--- src/hw/rtl/microstep_phase_driver_assert.svh ---
// ----------------------------------------------------------------------------
// microstep phase driver assertion macros
// shared property forms for the driver's concurrent checks
// ----------------------------------------------------------------------------
`ifndef MICROSTEP_PHASE_DRIVER_ASSERT_SVH
`define MICROSTEP_PHASE_DRIVER_ASSERT_SVH

// same-cycle implication, checked out of reset
`define MPD_ASSERT_SAME(label, ante, cons) \
	label: assert property (@(posedge clk) disable iff (!arst_n) (ante) |-> (cons)) \
		else $error("mpd check failed");

// next-cycle implication, checked out of reset
`define MPD_ASSERT_NEXT(label, ante, cons) \
	label: assert property (@(posedge clk) disable iff (!arst_n) (ante) |=> (cons)) \
		else $error("mpd check failed");

`endif

--- src/hw/rtl/mpd_pkg.sv ---
// ----------------------------------------------------------------------------
// mpd_pkg
// codes, widths and the coil drive decode of the microstep phase driver
// ----------------------------------------------------------------------------
package mpd_pkg;

	localparam int MULT_W  = 16;
	localparam int DIV_W   = 15;
	localparam int PHASE_W = 8;
	localparam int LEVEL_W = 8;
	localparam int DRIVE_W = 9;
	localparam int TABLE_DEPTH = 256;
	localparam int CFG_DATA_W  = 16;
	localparam int CFG_INDEX_W = 2;

	localparam logic [1:0] MODE_TICK  = 2'd0;
	localparam logic [1:0] MODE_WRITE = 2'd1;
	localparam logic [1:0] MODE_LOAD  = 2'd2;

	localparam logic [1:0] DIR_OFF     = 2'd0;
	localparam logic [1:0] DIR_FORWARD = 2'd1;
	localparam logic [1:0] DIR_REVERSE = 2'd2;

	localparam logic [CFG_INDEX_W-1:0] REG_SPEED_MULT = 2'd0;
	localparam logic [CFG_INDEX_W-1:0] REG_SPEED_DIV  = 2'd1;

	localparam logic [PHASE_W-1:0] QUARTER_TURN = 8'd64;
	localparam logic [LEVEL_W-1:0] LEVEL_MAX    = 8'd255;

	typedef struct packed {
		logic [LEVEL_W-1:0] level;
		logic [1:0]         dir;
	} coil_drive_t;

	function automatic coil_drive_t coil_decode(logic signed [DRIVE_W-1:0] v, logic off);
		coil_drive_t        d;
		logic [DRIVE_W-1:0] mag;
		mag = DRIVE_W'(-v);
		if (off || v == '0) begin
			d.level = '0;
			d.dir   = DIR_OFF;
		end else if (!v[DRIVE_W-1]) begin
			d.level = v[LEVEL_W-1:0];
			d.dir   = DIR_FORWARD;
		end else begin
			d.level = mag[DRIVE_W-1] ? LEVEL_MAX : mag[LEVEL_W-1:0];
			d.dir   = DIR_REVERSE;
		end
		return d;
	endfunction

endpackage

--- src/hw/rtl/mpd_in_if.sv ---
// ----------------------------------------------------------------------------
// mpd_in_if
// input channel of the microstep phase driver: tick, table write, position load
// ----------------------------------------------------------------------------
interface mpd_in_if;
	logic               valid;
	logic               ready;
	logic [1:0]         mode;
	logic [7:0]         table_index;
	logic signed [8:0]  table_value;
	logic signed [31:0] new_position;

	modport source (output valid, mode, table_index, table_value, new_position, input ready);
	modport sink (input valid, mode, table_index, table_value, new_position, output ready);
endinterface

--- src/hw/rtl/mpd_out_if.sv ---
// ----------------------------------------------------------------------------
// mpd_out_if
// result channel of the microstep phase driver: coil drive and position
// ----------------------------------------------------------------------------
interface mpd_out_if;
	logic               valid;
	logic               ready;
	logic [7:0]         coil_a_level;
	logic [1:0]         coil_a_direction;
	logic [7:0]         coil_b_level;
	logic [1:0]         coil_b_direction;
	logic signed [31:0] step_position;
	logic [7:0]         microstep_phase;

	modport source (output valid, coil_a_level, coil_a_direction, coil_b_level,
		coil_b_direction, step_position, microstep_phase, input ready);
	modport sink (input valid, coil_a_level, coil_a_direction, coil_b_level,
		coil_b_direction, step_position, microstep_phase, output ready);
endinterface

--- src/hw/rtl/microstep_phase_driver.sv ---
// ----------------------------------------------------------------------------
// microstep_phase_driver
// two-coil stepper microstep driver with prescaled phase accumulator
// ----------------------------------------------------------------------------
// Takes one beat per clock unless the result side stalls, and returns one
// result beat per input beat through the registered drive table read, then
// the output register, which holds it until taken. The phase, position and
// prescale counter update in the cycle a beat is accepted, so ticks may arrive
// back to back. The drive table is kept as two identical 256 x 9 rams, one read
// at the phase and one at the phase plus a quarter turn; a table write in the
// same cycle as a read of that entry is forwarded. There is no clearing pass;
// table entries must be written before a tick reads them.
// ----------------------------------------------------------------------------
module microstep_phase_driver #(
	parameter int POSITION_BITS = 32
) (
	input  logic                                  clk,
	input  logic                                  arst_n,
	input  logic                                  wr_en,
	input  logic [mpd_pkg::CFG_INDEX_W-1:0]       wr_index,
	input  logic [mpd_pkg::CFG_DATA_W-1:0]        wr_data,
	mpd_in_if.sink                                in_ch,
	mpd_out_if.source                             out_ch
);
	import mpd_pkg::*;

	logic signed [MULT_W-1:0]  mult_q;
	logic [DIV_W-1:0]          div_q;
	logic [PHASE_W-1:0]        phase_q;
	logic [POSITION_BITS-1:0]  pos_q;
	logic [DIV_W-1:0]          cnt_q;

	logic                      accept;
	logic                      is_tick;
	logic                      div_one;
	logic [DIV_W-1:0]          cnt_inc;
	logic                      fire;
	logic signed [PHASE_W+8:0] phase_sum;
	logic signed [8:0]         carry;
	logic [PHASE_W-1:0]        phase_nx;
	logic [PHASE_W-1:0]        phase_b_nx;
	logic [POSITION_BITS-1:0]  pos_nx;
	logic [DIV_W-1:0]          cnt_nx;
	logic                      tbl_we;

	logic                      v_s1;
	logic                      adv_s1;
	logic                      hit_a_s1;
	logic                      hit_b_s1;
	logic [DRIVE_W-1:0]        fwd_s1;
	logic                      off_s1;
	logic [31:0]               pos_s1;
	logic [PHASE_W-1:0]        phase_s1;
	logic [DRIVE_W-1:0]        ram_a;
	logic [DRIVE_W-1:0]        ram_b;
	logic [DRIVE_W-1:0]        drv_a;
	logic [DRIVE_W-1:0]        drv_b;
	coil_drive_t               coil_a;
	coil_drive_t               coil_b;
	logic                      ov_q;

	// configuration
	always_ff @(posedge clk or negedge arst_n) begin
		if (!arst_n) begin
			mult_q <= '0;
			div_q  <= DIV_W'(1);
		end else if (wr_en) begin
			case (wr_index)
				REG_SPEED_MULT: mult_q <= wr_data[MULT_W-1:0];
				REG_SPEED_DIV: begin
					if (wr_data[DIV_W-1:0] != '0) begin
						div_q <= wr_data[DIV_W-1:0];
					end
				end
				default: ;
			endcase
		end
	end

	// phase accumulator
	assign accept    = in_ch.valid && in_ch.ready;
	assign is_tick   = in_ch.mode == MODE_TICK;
	assign div_one   = div_q == DIV_W'(1);
	assign cnt_inc   = cnt_q + DIV_W'(1);
	assign fire      = is_tick && (div_one || cnt_inc >= div_q);
	assign phase_sum = signed'({9'd0, phase_q}) + (PHASE_W+9)'(mult_q);
	assign carry     = phase_sum[PHASE_W+8:PHASE_W];
	assign phase_nx  = fire ? phase_sum[PHASE_W-1:0] : phase_q;
	assign phase_b_nx = phase_nx + QUARTER_TURN;

	always_comb begin
		pos_nx = pos_q;
		if (in_ch.mode == MODE_LOAD) begin
			pos_nx = POSITION_BITS'(in_ch.new_position);
		end else if (fire) begin
			pos_nx = pos_q + POSITION_BITS'(carry);
		end
		cnt_nx = cnt_q;
		if (is_tick && !div_one) begin
			cnt_nx = fire ? '0 : cnt_inc;
		end
	end

	always_ff @(posedge clk or negedge arst_n) begin
		if (!arst_n) begin
			phase_q <= '0;
			pos_q   <= '0;
			cnt_q   <= '0;
		end else if (accept) begin
			phase_q <= phase_nx;
			pos_q   <= pos_nx;
			cnt_q   <= cnt_nx;
		end
	end

	// drive table, one copy per coil
	assign tbl_we = accept && in_ch.mode == MODE_WRITE;

	mpd_ram #(.WIDTH(DRIVE_W), .DEPTH(TABLE_DEPTH)) u_table_a (
		.clk   (clk),
		.we    (tbl_we),
		.waddr (in_ch.table_index),
		.wdata (in_ch.table_value),
		.re    (accept),
		.raddr (phase_nx),
		.rdata (ram_a)
	);

	mpd_ram #(.WIDTH(DRIVE_W), .DEPTH(TABLE_DEPTH)) u_table_b (
		.clk   (clk),
		.we    (tbl_we),
		.waddr (in_ch.table_index),
		.wdata (in_ch.table_value),
		.re    (accept),
		.raddr (phase_b_nx),
		.rdata (ram_b)
	);

	// read stage
	assign adv_s1      = !ov_q || out_ch.ready;
	assign in_ch.ready = !v_s1 || adv_s1;

	always_ff @(posedge clk or negedge arst_n) begin
		if (!arst_n) begin
			v_s1 <= 1'b0;
		end else if (in_ch.ready) begin
			v_s1 <= in_ch.valid;
		end
	end

	always_ff @(posedge clk) begin
		if (accept) begin
			hit_a_s1 <= tbl_we && in_ch.table_index == phase_nx;
			hit_b_s1 <= tbl_we && in_ch.table_index == phase_b_nx;
			fwd_s1   <= in_ch.table_value;
			off_s1   <= mult_q == '0;
			pos_s1   <= 32'(pos_nx);
			phase_s1 <= phase_nx;
		end
	end

	assign drv_a  = hit_a_s1 ? fwd_s1 : ram_a;
	assign drv_b  = hit_b_s1 ? fwd_s1 : ram_b;
	assign coil_a = coil_decode(drv_a, off_s1);
	assign coil_b = coil_decode(drv_b, off_s1);

	// output register
	always_ff @(posedge clk or negedge arst_n) begin
		if (!arst_n) begin
			ov_q <= 1'b0;
		end else if (adv_s1) begin
			ov_q <= v_s1;
		end
	end

	always_ff @(posedge clk) begin
		if (adv_s1 && v_s1) begin
			out_ch.coil_a_level     <= coil_a.level;
			out_ch.coil_a_direction <= coil_a.dir;
			out_ch.coil_b_level     <= coil_b.level;
			out_ch.coil_b_direction <= coil_b.dir;
			out_ch.step_position    <= pos_s1;
			out_ch.microstep_phase  <= phase_s1;
		end
	end

	assign out_ch.valid = ov_q;

	`include "microstep_phase_driver_assert.svh"

	`MPD_ASSERT_SAME(a_ready_when_out_free, !ov_q, in_ch.ready)
	`MPD_ASSERT_NEXT(a_s1_held_on_stall, v_s1 && ov_q && !out_ch.ready, v_s1)
	`MPD_ASSERT_SAME(a_off_means_zero, ov_q && out_ch.coil_a_direction == DIR_OFF,
		out_ch.coil_a_level == '0)
endmodule

--- src/hw/rtl/mpd_ram.sv ---
// ----------------------------------------------------------------------------
// mpd_ram
// single write port, single read port ram with registered read data
// ----------------------------------------------------------------------------
module mpd_ram #(
	parameter int WIDTH = 9,
	parameter int DEPTH = 256
) (
	input  logic                     clk,
	input  logic                     we,
	input  logic [$clog2(DEPTH)-1:0] waddr,
	input  logic [WIDTH-1:0]         wdata,
	input  logic                     re,
	input  logic [$clog2(DEPTH)-1:0] raddr,
	output logic [WIDTH-1:0]         rdata
);
	logic [WIDTH-1:0] mem_q [DEPTH];

	always_ff @(posedge clk) begin
		if (we) begin
			mem_q[waddr] <= wdata;
		end
		if (re) begin
			rdata <= mem_q[raddr];
		end
	end
endmodule
--- src/flat_wrapper.sv ---
// flat-port wrapper written by rule: the top's interface ports become plain ports
module microstep_phase_driver_flat import mpd_pkg::*;
#(
	parameter int POSITION_BITS = 32
)
  (clk, arst_n, wr_en, wr_index, wr_data, in_ch_valid, in_ch_mode, in_ch_table_index, in_ch_table_value, in_ch_new_position, in_ch_ready, out_ch_valid, out_ch_coil_a_level, out_ch_coil_a_direction, out_ch_coil_b_level, out_ch_coil_b_direction, out_ch_step_position, out_ch_microstep_phase, out_ch_ready);
  mpd_in_if in_ch_i ();
  mpd_out_if out_ch_i ();
  input  logic clk;
  input  logic arst_n;
  input  logic wr_en;
  input  logic [mpd_pkg::CFG_INDEX_W-1:0] wr_index;
  input  logic [mpd_pkg::CFG_DATA_W-1:0] wr_data;
  input wire logic [$bits(in_ch_i.valid)-1:0] in_ch_valid;
  input wire logic [$bits(in_ch_i.mode)-1:0] in_ch_mode;
  input wire logic [$bits(in_ch_i.table_index)-1:0] in_ch_table_index;
  input wire logic [$bits(in_ch_i.table_value)-1:0] in_ch_table_value;
  input wire logic [$bits(in_ch_i.new_position)-1:0] in_ch_new_position;
  output wire logic [$bits(in_ch_i.ready)-1:0] in_ch_ready;
  output wire logic [$bits(out_ch_i.valid)-1:0] out_ch_valid;
  output wire logic [$bits(out_ch_i.coil_a_level)-1:0] out_ch_coil_a_level;
  output wire logic [$bits(out_ch_i.coil_a_direction)-1:0] out_ch_coil_a_direction;
  output wire logic [$bits(out_ch_i.coil_b_level)-1:0] out_ch_coil_b_level;
  output wire logic [$bits(out_ch_i.coil_b_direction)-1:0] out_ch_coil_b_direction;
  output wire logic [$bits(out_ch_i.step_position)-1:0] out_ch_step_position;
  output wire logic [$bits(out_ch_i.microstep_phase)-1:0] out_ch_microstep_phase;
  input wire logic [$bits(out_ch_i.ready)-1:0] out_ch_ready;
  assign in_ch_i.valid = in_ch_valid;
  assign in_ch_i.mode = in_ch_mode;
  assign in_ch_i.table_index = in_ch_table_index;
  assign in_ch_i.table_value = in_ch_table_value;
  assign in_ch_i.new_position = in_ch_new_position;
  assign in_ch_ready = in_ch_i.ready;
  assign out_ch_valid = out_ch_i.valid;
  assign out_ch_coil_a_level = out_ch_i.coil_a_level;
  assign out_ch_coil_a_direction = out_ch_i.coil_a_direction;
  assign out_ch_coil_b_level = out_ch_i.coil_b_level;
  assign out_ch_coil_b_direction = out_ch_i.coil_b_direction;
  assign out_ch_step_position = out_ch_i.step_position;
  assign out_ch_microstep_phase = out_ch_i.microstep_phase;
  assign out_ch_i.ready = out_ch_ready;
  microstep_phase_driver #(.POSITION_BITS(POSITION_BITS)) u_core (.clk(clk), .arst_n(arst_n), .wr_en(wr_en), .wr_index(wr_index), .wr_data(wr_data), .in_ch(in_ch_i), .out_ch(out_ch_i));
endmodule
--- config.mk ---
export PLATFORM = sky130hd
export DESIGN_NAME = microstep_phase_driver_flat
export DESIGN_NICKNAME = d
export VERILOG_FILES = /design/src/hw/rtl/mpd_pkg.sv /design/src/hw/rtl/mpd_in_if.sv /design/src/hw/rtl/mpd_out_if.sv /design/src/hw/rtl/microstep_phase_driver.sv /design/src/hw/rtl/mpd_ram.sv /design/src/flat_wrapper.sv
export VERILOG_INCLUDE_DIRS = /design/src /design/src/hw/rtl
export SDC_FILE = /design/constraint.sdc
export NUM_CORES = 2
export LEC_CHECK = 0
export BUFFER_PORTS_ARGS = -buffer_cell sky130_fd_sc_hd__buf_2
export CAP_MARGIN = 20
export CORE_ASPECT_RATIO = 1.75
export CORE_MARGIN = 2
export CORE_UTILIZATION = 30
export CTS_BUF_LIST = sky130_fd_sc_hd__clkbuf_8
export DETAILED_ROUTE_END_ITERATION = 12
export GPL_ROUTABILITY_DRIVEN = 0
export SKIP_CTS_REPAIR_TIMING = 1
export SYNTH_ARGS = -nofsm -noshare
export SYNTH_HDL_FRONTEND = slang
export SYNTH_HIERARCHICAL = 1
export SYNTH_MEMORY_MAX_BITS = 65536
export SYNTH_SLANG_ARGS = --single-unit
--- constraint.sdc ---
create_clock -name clk -period 12.9 [get_ports clk]
set_input_delay 1.29 -clock clk [delete_from_list [all_inputs] [get_ports clk]]
set_output_delay 1.29 -clock clk [all_outputs]
set_load 0.02 [all_outputs]
## Word level (Yosys, flattened, before mapping)

Memories as Yosys holds them, arrays and structs flattened. A register that Yosys moved wholly into a read port is not among the register bits.
Cells that the tools add are included.

- Memories kept: 2
- Logic and storage cells: 70
- Output and inout bits: 62
- Input port bits: 74
- RAM bits: 4608
- Bits in registers: 200

- Add/sub/neg operators: 6
- Mux-type cells: 12
- Reduce and logical (&&, ||, !) cells: 24
- Magnitude comparators: 1
- Equal/unequal tests: 6

Memories:

| memory | words | bits a word | rd ports | clocked after Yosys merged registers in | wr ports | line | text |
|---|---|---|---|---|---|---|---|
| u_core.u_table_a.mem_q | 256 | 9 | 1 | 1 | 1 | mpd_ram.sv:17 | `logic [WIDTH-1:0] mem_q [DEPTH];` |
| u_core.u_table_b.mem_q | 256 | 9 | 1 | 1 | 1 | mpd_ram.sv:17 |  |

Operators by type and width:

| operator | count |
|---|---|
| 32-bit 2-to-1 mux | 2 |
| 32-bit adder | 1 |
| 8-bit 2-to-1 mux | 3 |
| 10-bit 2-to-1 mux | 2 |
| 9-bit logical NOT | 2 |
| 9-bit 2-to-1 mux | 2 |
| 9-bit negation | 2 |
| 9-bit by 16-bit adder with 17-bit output | 1 |
| 8-bit == test | 2 |
| 16-bit logical NOT | 1 |
| 15-bit by 1-bit adder with 15-bit output, second input constant | 1 |
| 15-bit by 1-bit == test with 1-bit output, second input constant | 1 |
| 15-bit >= comparator | 1 |
| 15-bit 2-to-1 mux | 1 |
| 15-bit nonzero test | 1 |
| 8-bit by 7-bit adder with 8-bit output, second input constant | 1 |
| 1-bit logical AND | 7 |
| 1-bit logical OR | 5 |
| 2-bit by 1-bit == test with 1-bit output, second input constant | 2 |
| 2-bit logical NOT | 2 |
| 2-bit AND reduction | 2 |
| 1-bit logical NOT | 3 |
| 3-bit AND reduction | 1 |
| 2-bit == test, second input constant | 1 |
| 1-bit 2-to-1 mux | 2 |

## Depth between registers and ports, before layout

- Word-level depth: 8
- Depth in mapped cells: 26
- Mapped depth without buffers: 20

## Modules after synthesis

The synthesis kept the hierarchy.

Modules (own cells, without submodules):

| module | instances | seq. area each (um^2) | area an instance (um^2) | cells an instance |
|---|---|---|---|---|
| mpd_ram | 2 | 69456.6 | 89368.2 | 4237 |
| microstep_phase_driver | 1 | 5566.6 | 11343.4 | 1084 |

## Least setup slack after synthesis

No wires, ideal clock.

- Kind: flip-flop to flip-flop
- Start: register u_core.cnt_q[3]
- End: register u_core.u_table_a.rdata[4] (read register of u_core.u_table_a.mem_q), data pin
- Arrival time: 4.986 ns
- Slack: 7.650 ns
- Clock period less this slack: 5.250 ns
- Setup time: 0.264 ns
- Cell stages (with the launch flop): 23
- Buffers on the path: 4
- Data required time: 12.636 ns
- Cells stage by stage: dfrtp_1 > nand4_1 > nor2_1 > nand3_1 > nor2_1 > and3_1 > and3_1 > xor2_1 > ha_1 > and4_1 > and3_1 > a21oi_1 > buf_2 > clkbuf_1 > nand2_1 > o21ai_1 > buf_2 > clkbuf_1 > mux4_2 > a211oi_1 > a311oi_1 > a211oi_1 > nor4_1

- Word-level cells in the longest chain between the ends: 5

Ends and longest elaborated chain:

| element | line | text |
|---|---|---|
| start, declared | microstep_phase_driver.sv:31 | `logic [DIV_W-1:0] cnt_q;` |
| start signal, assigned | microstep_phase_driver.sv:112 | `cnt_q <= cnt_nx;` |
| 15-bit by 1-bit adder with 15-bit output | microstep_phase_driver.sv:84 | `assign cnt_inc = cnt_q + DIV_W'(1);` |
| 15-bit >= comparator | microstep_phase_driver.sv:85 | `assign fire = is_tick && (div_one \|\| cnt_inc >= div_q);` |
| 1-bit logical OR | microstep_phase_driver.sv:85 |  |
| 1-bit logical AND | microstep_phase_driver.sv:85 |  |
| 8-bit 2-to-1 mux | microstep_phase_driver.sv:88 | `assign phase_nx = fire ? phase_sum[PHASE_W-1:0] : phase_q;` |
| end, declared | mpd_ram.sv:15 | `output logic [WIDTH-1:0] rdata` |

No other way between the ends.
A chain may end at the register's enable or synchronous reset.

## Final worst setup path

- Start: register u_core.cnt_q[3]
- End: register u_core.u_table_a.rdata[2] (read register of u_core.u_table_a.mem_q), data pin

Same word-level chain as after synthesis.

==> flow_summary.json <==
{
  "clock-root-buffer": "clkbuf_8",
  "initial_core_util_pct": 30.11,
  "fill_cells": 59300,
  "report.final.slew_viol_count": 0,
  "finalHoldViolations": 0,
  "sequentialPowerShare_pct": 55.3,
  "switching_share_pct": 24.89,
  "io_pins": 136,
  "slew-limit-headroom_pct": 13.62,
  "area_growth_pct": 12.13,
  "critPathArrivalTime_ps": 9330,
  "drtAntennaViolNets": 0,
  "routed_wirelength_mm": 532.6,
  "timing.critical_path.cells": "nand4_1 > nor2_1 > nand3_1 > nor2_1 > and3_1 > and3_1 > xor2_1 > ha_1 > and4_1 > and3_1 > a21oi_4 > buf_4 > mux2i_1 > inv_8 > buf_4 > buf_12 > buf_4 > mux4_1 > o21ai_0 > nor3_1 > nor4_1 > nor4_1",
  "drtIter0Drc": 8705,
  "synth_sequential_area_ratio_pct": 76.01,
  "critPathBufInv": 5,
  "synth.distinct_cells": 85,
  "maxCapViolCount": 0,
  "wire_length_of_the_first_global_routing_pass_mm": 747.3,
  "crit_fanout": 94,
  "die_height_mm": 1.057,
  "drcViolationCount": 0,
  "timing.final.setup_violations": 0,
  "netlist_area_um2": 190100,
  "wl_per_cell_um": 28.06,
  "via_per_inst": 5.146,
  "drt_pass1_iterations": 6,
  "groute.usage.overall_pct": 16.18,
  "rsz_0062_raised_after_global_routing": "no",
  "place_hpwl_mm": 340.7,
  "pwr-share-comb_pct": 9.7,
  "holdWs_ps": 391.0,
  "clock_latency_ps": 1160,
  "post_synth.cell_area_avg_um2": 19.89,
  "h-tree-depth": 6,
  "criticalPathCategory": "reg -> reg",
  "cellLeakagePower_nw": 63.65,
  "critPathSlowestCell": "nor4_1",
  "place.port_buffers": 135,
  "layout.nets": 10250,
  "postSynthRegisterBits": 4826,
  "design.die.area_um2": 640200,
  "number_of_core_rows": 386,
  "max_slew.worst_pin.slew_ps": 1286,
  "clkSinkCount": 4826,
  "route.vias.total": 97670,
  "setup_tns_final_ps": 0,
  "numCtsBuffers": 681,
  "timing.reg2reg.worst_path_depth": 22,
  "ir_worst_vdd_mv": 0.07779,
  "post_synth_inst_count": 9558,
  "initial_antenna_violation_count": 16,
  "cts_buffer_depth": 4,
  "cp_slowest_stage_delay_ps": 1050,
  "critPathTopFamily": "simple AND/OR/NAND/NOR gates",
  "p_int_mw": 23.72,
  "finClkSkew_ps": 81.94,
  "synthesis.yosys.warnings": 6,
  "post_route_cells_drive_above_1_share_pct": 22.08,
  "largest_net_degree_at_the_start_of_global_routing": 181,
  "number_of_logic_stages_on_the_critical_path_including_buffering": 22,
  "synth_enable_flop_cells": 4738,
  "grt_pass1_vias": 100200,
  "cp-end-kind": "flip-flop",
  "layout_worst_path_cycle_share_pct": 65.75,
  "power-per-cell-area_nw_per_um2": 148.2,
  "required_ps": 13750,
  "fmax_ghz": 0.1179,
  "cts.clk_slew.worst_paths_ps": 70,
  "die_w_um": 605.7,
  "pwr-share-clk_pct": 35.0,
  "tritoncts": "yes",
  "power.switching_mw": 7.863,
  "synthFlopType": "edfxtp_1",
  "min_period_ps": 8482,
  "synthesis.nets": 9696,
  "timing.hold.worst_path_depth": 2,
  "result_of_the_run": "finished, final reports clean",
  "async_flop_share_pct": 1.823,
  "grt-ovfl-total": 0,
  "worst_hold_path_type": "in -> reg",
  "critPathLaunchType": "flip-flop",
  "core_area_um2": 631200
}
## stage by stage
| stage | power, mW | area (um2) | utilization [%] | worst slack, ps | instances |
|---|---|---|---|---|---|
| global placement | 20.84 | 200200 | 31.72 | 3452 | 17700 |
| global route | 32.60 | 213100 | 33.76 | 3945 | 18970 |
| detailed placement | 20.89 | 200800 | 31.81 | 4491 | 17750 |
| CTS | 31.87 | 212900 | 33.73 | 4447 | 18950 |
| finish | 31.59 | 213100 | 33.77 | 4418 | 18980 |
| floorplan | 19.55 | 190100 | - | 7650 | 9558 |
## placed cells by master, fill, tap and decap left out, types with 18 or more instances in the layout
| master | n |
|---|---|
| edfxtp_1 | 4738 |
| mux4_2 | 934 |
| clkbuf_8 | 701 |
| nor2_1 | 692 |
| mux2i_1 | 376 |
| a22oi_1 | 349 |
| inv_1 | 271 |
| a21oi_1 | 264 |
| buf_4 | 231 |
| nand2_1 | 192 |
| clkinv_1 | 173 |
| o22ai_1 | 138 |
| buf_2 | 130 |
| mux2_2 | 99 |
| o21ai_0 | 96 |
| dfrtp_1 | 87 |
| nand3_1 | 83 |
| o221ai_1 | 72 |
| a211oi_1 | 68 |
| ha_1 | 62 |
| nor3_1 | 61 |
| clkinv_2 | 54 |
| nor2b_1 | 54 |
| nor4_1 | 49 |
| o21ai_1 | 39 |
| nand4_1 | 38 |
| a31oi_1 | 35 |
| nand2b_1 | 30 |
| xnor2_1 | 29 |
| buf_6 | 28 |
| xor2_1 | 26 |
| a221oi_1 | 26 |
| a21o_1 | 23 |
| buf_12 | 22 |
| o31a_1 | 18 |
| mux4_1 | 18 |
## power groups by stage
| stage | Combinational [mW] | Clock [mW] | Sequential (mW) |
|---|---|---|---|
| after global placement | 3.05 | 0 | 17.8 |
| after floorplan | 1.80 | 0 | 17.8 |
| final | 3.08 | 11.0 | 17.5 |
| after CTS | 3.09 | 11.3 | 17.5 |
| after detailed placement | 3.09 | 0 | 17.8 |
| after global routing | 3.24 | 11.9 | 17.5 |
## worst register-to-register path, delay by kind of cell, from the launching register on
kind                     cells  cell delay (ps)
flip-flops                   1              440
AO/OA/AOI/OAI                2              310
XOR/XNOR                     1              170
AND/OR/NAND/NOR             11             3090
buffers and inverters        5             2870
adder cells (fa/ha/maj)      1              260
multiplexers                 2             1060
## cells in the mapped netlist, types with 12 or more instances
cell type / n / area (um2)
a211oi_1: 69 / 518.0
a21o_1: 23 / 172.7
a21oi_1: 265 / 1326
a221oi_1: 26 / 227.7
a22o_1: 16 / 140.1
a22oi_1: 349 / 2620
a31oi_1: 35 / 219.0
and3_1: 17 / 106.4
buf_1: 34 / 127.6
buf_2: 113 / 565.5
buf_4: 56 / 420.4
buf_6: 52 / 585.6
buf_8: 24 / 360.4
clkbuf_1: 268 / 1006
dfrtp_1: 87 / 2177
edfxtp_1: 4738 / 142300
ha_1: 62 / 775.7
inv_1: 48 / 180.2
mux2_2: 99 / 1115
mux2i_1: 377 / 3774
mux4_1: 18 / 473.0
mux4_2: 934 / 21040
nand2_1: 192 / 720.7
nand2b_1: 33 / 206.5
nand3_1: 89 / 445.4
nand4_1: 38 / 237.7
nor2_1: 696 / 2613
nor2b_1: 63 / 394.1
nor3_1: 62 / 310.3
nor4_1: 66 / 412.9
o211ai_1: 12 / 90.09
o21ai_0: 96 / 480.5
o21ai_1: 42 / 210.2
o221ai_1: 72 / 630.6
o22ai_1: 138 / 863.3
o31a_1: 18 / 157.7
or2_2: 12 / 75.07
xnor2_1: 29 / 254.0
xor2_1: 27 / 236.5
## kinds of logic after synthesis
logic type / Yosys count / share of synthesized area, %
adders and majority gates: 64 / 0.4292
xor gates and xnor gates: 56 / 0.2580
DFF: 4826 / 76.01
muxes: 1428 / 13.89
and+or+nand+nor: 1339 / 3.199
AOI/OAI and AO/OA: 1237 / 4.398
buffers and inverters: 608 / 1.819
## registers in the layout (all words and copies together) (netlist names), 2 cells and up
signal,count
u_core/out_ch.coil_a_direction,2
u_core/pos_s1,32
u_core/div_q,15
u_core/cnt_q,15
u_core/out_ch.step_position,32
u_core/out_ch.coil_b_direction,2
u_core/fwd_s1,9
u_core/out_ch.microstep_phase,8
u_core/pos_q,32
u_core/phase_s1,8
u_core/out_ch.coil_b_level,8
u_core/u_table_b/mem_q,2304
u_core/u_table_a/mem_q,2304
u_core/phase_q,8
u_core/u_table_b/rdata,9
u_core/out_ch.coil_a_level,8
u_core/mult_q,16
u_core/u_table_a/rdata,9
## metal layers
layer  wire (um)  global-route usage [%]  vias to the layer above
met3       28890                   2.503                     1133
met4       37470                   10.17                        4
met1      177100                   16.72                    52060
met2      289100                   30.25                     3761
met5          36                       0                        -
li1            -                       -                    40720
## final cells by class
cell class	instances	area, um2	area share (%)
Tap cell	8342	10440	4.897
Antenna cell	17	42.54	0.01996
Multi-Input combinational cell	4124	42500	19.94
Inverter	51	211.5	0.09921
Timing Repair Buffer	425	3366	1.579
Clock buffer	701	9648	4.527
Clock inverter	495	2464	1.156
Sequential cell	4826	144500	67.79
## path summary, 6_finish.rpt
check                                        start  slack, ps                          endpoint
worst max-delay path               u_core/cnt_q[3]       4420         u_core/u_table_a/rdata[2]
worst min-delay path                   in_ch_valid        390                       u_core/v_s1
worst max register to register     u_core/cnt_q[3]       4420         u_core/u_table_a/rdata[2]
worst min register to register  u_core/phase_s1[1]        410  u_core/out_ch.microstep_phase[1]
min in group asynchronous                   arst_n        560                       u_core/v_s1
max in group asynchronous                   arst_n      11430                 u_core/phase_q[4]
No activity file was read; power rests on OpenSTA's default activity.
